`config.mk`:
```
export PLATFORM = sky130hd
export DESIGN_NAME = xpc_divmod
export DESIGN_NICKNAME = d
export VERILOG_FILES = /design/src/rtl/xpc_divmod.sv
export SDC_FILE = /design/constraint.sdc
export NUM_CORES = 1
export LEC_CHECK = 0
export BUFFER_PORTS_ARGS = -buffer_cell sky130_fd_sc_hd__buf_2
export CAP_MARGIN = 20
export CORE_ASPECT_RATIO = 1.25
export CORE_UTILIZATION = 51
export DETAILED_ROUTE_END_ITERATION = 8
export PLACE_DENSITY_LB_ADDON = 0.25
export REMOVE_ABC_BUFFERS = 1
export SLEW_MARGIN = 0
export SYNTH_ARGS = -nofsm -noshare
export SYNTH_HDL_FRONTEND = slang
export SYNTH_SLANG_ARGS = --single-unit
```
`constraint.sdc`:
```
create_clock -name i_clk -period 2.32 [get_ports i_clk]
set_input_delay 0.116 -clock i_clk [delete_from_list [all_inputs] [get_ports i_clk]]
set_output_delay 0.116 -clock i_clk [all_outputs]
set_load 0.02 [all_outputs]
```
`src/rtl/xpc_divmod.sv`:
```
`timescale 1ns / 1ps
// ----------------------------------------------------------------------------
// xpc_divmod: iterative remainder unit
// Restoring remainder of a 32-bit dividend, one quotient bit per cycle.
// ----------------------------------------------------------------------------
module xpc_divmod #(
    parameter int DW = 17
) (
    input  logic          i_clk,
    input  logic          i_rst_n,
    input  logic          i_start,
    input  logic [31:0]   i_num,
    input  logic [DW-1:0] i_den,
    output logic          o_done,
    output logic [DW-1:0] o_rem
);
    logic [DW:0]   r_rem, n_rem;
    logic [31:0]   r_num;
    logic [5:0]    r_cnt;
    logic          r_busy;
    logic [DW-1:0] r_den;
    logic [DW:0]   w_sh;

    assign w_sh = {r_rem[DW-1:0], r_num[31]};

    always_comb begin
        if (w_sh >= {1'b0, r_den}) begin
            n_rem = w_sh - {1'b0, r_den};
        end else begin
            n_rem = w_sh;
        end
    end

    always_ff @(posedge i_clk) begin
        if (!i_rst_n) begin
            r_busy <= 1'b0;
            o_done <= 1'b0;
            r_cnt  <= '0;
        end else begin
            o_done <= 1'b0;
            if (i_start) begin
                r_busy <= 1'b1;
                r_cnt  <= 6'd32;
            end else if (r_busy) begin
                r_cnt <= r_cnt - 6'd1;
                if (r_cnt == 6'd1) begin
                    r_busy <= 1'b0;
                    o_done <= 1'b1;
                end
            end
        end
    end

    always_ff @(posedge i_clk) begin
        if (i_start) begin
            r_rem <= '0;
            r_num <= i_num;
            r_den <= i_den;
        end else if (r_busy) begin
            r_rem <= n_rem;
            r_num <= {r_num[30:0], 1'b0};
        end
    end

    assign o_rem = r_rem[DW-1:0];
endmodule
```
# Word-level counts from Yosys, hierarchy flattened
# Index checks and enable logic that the tools add are counted.
# word_totals
regBits,74
latch_bits,0
ram_bits,0
rom_bits,0
in_bits,52
output_inout_bits,18
word_cells,25
n_memories,0
# op_classes
n_addsub,2
n_mul,0
div_mod_pow,0
order_cmp,1
eq_ne,1
shifts,0
n_mux,9
bitwise,2
reduce_logical,3
# op_table
operator,n
$mux W32,2
$ge A18 B17 Y1,1
$mux W17,1
$sub A17 B17 Y17,1
$mux W6,2
$eq A6 B1 Y1 const B,1
$sub A6 B1 Y6 const B,1
$mux W1,4
$reduce_or A3 Y1,1
$not A1 Y1,2
$reduce_bool A2 Y1,1
$reduce_or A2 Y1,1

# Depth between registers and ports, before layout
# logic_depth
depth_word,4
mapped_depth,11
depth_no_buf,10

# Least setup slack after synthesis
# OpenSTA, ideal clock, no wires.
# synth_timing
path_type,reg-to-reg
start,register r_num[31]
end,register r_rem[16]
setup_ns,0.091
arrival_ns,2.387
required_time_ns,2.229
setup_slack_ns,-0.158
path_stages_with_launch,11
n_path_buf,0
synth_period_minus_slack_ns,2.478
path_cell_list,edfxtp_1 -> inv_1 -> ha_1 -> inv_1 -> fa_1 -> a21o_2 -> a221o_2 -> a221oi_2 -> o21ai_0 -> xnor2_1 -> a311oi_1
# synth_between
elab_chain_len,2
word_cells_on_any_way,3
classes_between,add/sub (1); order compare (1); mux (1)
# synth_rtl
element,line_no,rtl
from (decl),18,logic [31:0] r_num;
from (signal assigned),57,r_num <= i_num;
from (signal assigned),61,"r_num <= {r_num[30:0], 1'b0};"
$sub A17 B17 Y17 or $ge A18 B17 Y1 (tied branches),"28, 27",
$mux W17 *,27,"if (w_sh >= {1'b0, r_den}) begin"
to (signal assigned),60,r_rem <= n_rem;
to (decl),17,"logic [DW:0] r_rem, n_rem;"
# Every way passes the cells marked *; elsewhere a longest branch is shown, timed or not.
# A chain may end at the register's enable or synchronous reset.

# Worst setup path in the final report
# layout_timing
start,register r_num[31]
end,register r_rem[12]
# Same word-level chain as after synthesis.

==> results.tsv <==
stage	metric	value	unit
status	status	finished, violations left	
status	failing checks	setup timing	
clock_tree	clock tree sinks	74	
drt	vias	3141	
hold_path	hold_sp	i_num[0]	
placed_design	pre-CTS WS	-0.3179	ns
placed_design	IO Port Bufs	69	
run	max cap viols	0	
synthesis	Warnings, synthesis	0	
floorplanning	total die area	8056	µm²
timing	Tmin final	2.549	ns
clock_tree	TritonCTS clock tree	done	
global_route	vias in the first global route	2972	
clock_tree	CTS buffer count	9	
floorplanning	Core Box Area	7401	µm²
floorplanning	# IOs	70	
timing	TNS Setup	-1.572	ns
drt	Via density	5.559	
timing	worst rel slew slack	73.58	%
timing	crit share post-route	109.9	%
placed_design	placed cell count	525	
setup_path	Worst R2R Path Depth	10	
drt	Iteration-0 DRC Markers	155	
timing	maximum clock rate	0.3924	GHz
clock_tree	CTS clk-pin slew, worst paths	0.09	ns
synthesis	Async SR Flop Fraction	0	%
power	Final Power	3.523	mW
hold_path	Hold Path Depth	2	
power	Leak	2.166	nW
setup_path	crit path DAT	2.81	ns
synthesis	syn avg cell area	11.00	µm²
setup_path	capture point of the worst reg-to-reg path	r_rem[12]	
synthesis	most frequent cell after synthesis	edfxtp_1	
global_route	global route total overflow	0	
drt	TritonRoute pass-1 iters	4	
timing	RSZ-0062 raised after global routing	yes	
setup_path	critical path type	reg2reg	
floorplanning	Site Rows	35	
timing	Worst-Margin Slew	0.3963	ns
placed_design	Placer Congestion	0.8696	
floorplanning	Initial Util	53.05	%
synthesis	post-synthesis sequential area ratio	50.22	%
synthesis	ys flop type	edfxtp_1	
global_route	first-pass GRT wire length	13.01	mm
global_route	initial antenna violation count	0	
clock_tree	worst-case clock buffer depth	2	
setup_path	crit path max fanout	3	
synthesis	Yosys cell types	52	
synthesis	Post-Syn Area	3926	µm²
synthesis	EDFF count, synth	49	
setup_path	R2R Path Start	r_num[31]	
synthesis	register bit total from synthesis	74	
synthesis	most area-consuming cells after synthesis	edfxtp_1, dfxtp_1, mux2_2	
timing	final hold violation count	0	
hold_path	Hold Path Sink	r_num[0]	
global_route	largest net degree at the start of global routing	66	
layout	n_diodes	0	
power	Max IR drop VDD	0.4756	mV
layout	P&R area growth vs syn	29.64	%
drt	routed wire length	8.474	mm
synthesis	Yosys top cell area share	37.48	%
drt	Routed wire per std cell	15.00	µm
clock_tree	CTS HTree Levels	3	
global_route	gr usage total	21.18	%
layout	nets	540	
synthesis	Mapped Cells	357	
timing	Clock Skews	0.01460	ns
placed_design	DP HPWL	5.643	mm
drt	number of routed nets with antenna violations	0	
setup_path	Worst EP required	2.59	ns
timing	Final Max Tran Viols	0	
floorplanning	DIE HEIGHT	100.1	µm
power	Power Density	692.2	nW/µm²
setup_path	Startpoint Class	register	
clock_tree	clk_lat worst skew	0.36	ns
hold_path	min-delay worst type	in2reg	
timing	final setup margin	-0.2286	ns
timing	WHS	0.03935	ns
setup_path	flop-to-flop setup slack	-0.23	ns
synthesis	Yosys top cell by area	edfxtp_1	
layout	layout cells sized above 1	37.84	%
setup_path	Setup crit end kind	register	
drt	# DRC	0	
timing	endpoints failing setup	17	
floorplanning	Chip Width	80.48	µm
layout	fin cells	565	
synthesis	top cells by count, synth	edfxtp_1, nand2_1, mux2_2	
clock_tree	Root Buffer	clkbuf_8	
[worst max-delay path, cell delays in order, from the launching register on]
cell and delay (ns):
edfxtp_1 0.39, inv_1 0.07, ha_2 0.17, inv_2 0.04
fa_2 0.35, a21o_4 0.23, a221o_2 0.37, a221oi_4 0.34
xnor2_1 0.16, nand2_1 0.08, a311oi_2 0.26
[registers in the layout, indices dropped and copies added, names as in the netlist]
register  count
r_rem        17
r_den        17
r_num        32
r_busy        1
o_done        1
r_cnt         6
[per-stage QoR]
| stage | util, % | area, µm² |
|---|---|---|
| 4_1_cts | 65.55 | 4851 |
| 5_1_grt | 68.77 | 5090 |
| 2_1_floorplan | - | 3812 |
| 6_report | 68.77 | 5090 |
| 3_3_place_gp | 60.44 | 4473 |
| 3_5_place_dp | 60.44 | 4473 |
[report_power, final]
| group | leakage, nW | internal [mW] | switching, mW |
|---|---|---|---|
| sequential | 0.695 | 1.54 | 0.0615 |
| combinational | 1.39 | 0.481 | 0.525 |
| clock | 0.0799 | 0.393 | 0.521 |
| total | 2.17 | 2.42 | 1.11 |
[repair_timing]
action	CTS	global route
pin swaps	7	19
hold buffers	18	0
resized for setup	3	38
cloned	0	2
hold endpoints to repair	18	0
endpoints found under the setup margin	17	17
buffers inserted	1	3
[worst max path at each step]
stage              start        end  cells after the start
6_report       r_num[31]  r_rem[12]                     10
5_1_grt        r_num[31]  r_rem[16]                     10
4_1_cts        r_num[31]  r_rem[16]                     10
3_3_place_gp   r_num[31]  r_rem[16]                     10
3_5_place_dp   r_num[31]  r_rem[16]                     10
2_1_floorplan  r_num[31]   r_rem[2]                     10
[kinds of logic (layout without fill, tap and decap cells)]
logic type,after synthesis,count (layout),synth area share (%)
AO/OA/AOI/OAI,75,75,13.93
XOR/XNOR,17,17,3.792
adder cells (fa/ha/maj),20,20,6.565
buffers and inverters,42,158,5.195
flip-flops,74,74,50.22
multiplexers,31,31,8.891
AND/OR/NAND/NOR,98,98,11.41
[final cells by class]
cell class              instances  area [µm²]
clock inverters                 7       52.55
fillers                       557        2311
multi-input cells             241        1904
repair buffers                118       832.0
clock buffers                   9       123.9
inverters                      24       90.09
well taps                      92       115.1
flip-flops and latches         74        1972
[placed cells by master (no fill, tap or decap), types with 3 or more instances in the layout]
cell type,netlist,routed
nor3_1,6,4
buf_4,1,22
a311oi_2,1,5
nand3_1,5,5
o21a_1,3,3
a31oi_1,5,5
o21ai_2,0,3
a21o_1,6,5
edfxtp_1,49,49
nand2b_1,4,4
nand2_1,35,31
nand4_1,5,5
dlygate4sd3_1,0,18
inv_1,24,23
mux2_2,31,31
buf_6,1,5
o21ai_0,8,5
a311oi_1,9,5
nor4_1,4,3
clkinvlp_4,0,3
a21oi_1,20,20
xor2_1,9,9
and3_1,4,3
dfxtp_1,25,25
o211ai_1,3,3
buf_2,3,69
nor2_1,29,29
clkbuf_8,0,9
xnor2_1,8,8
ha_1,19,18
[per-layer routing]
metal	part of all wire (%)	wire (µm)	global-route usage (%)	vias to the layer above
met4	2.9	243	10.58	0
met1	41	3465	24.13	1480
met5	0	0	0	-
li1	-	-	-	1531
met3	5.2	439	4.636	26
met2	51	4326	36.90	104
(Power assumes the default switching activity.)
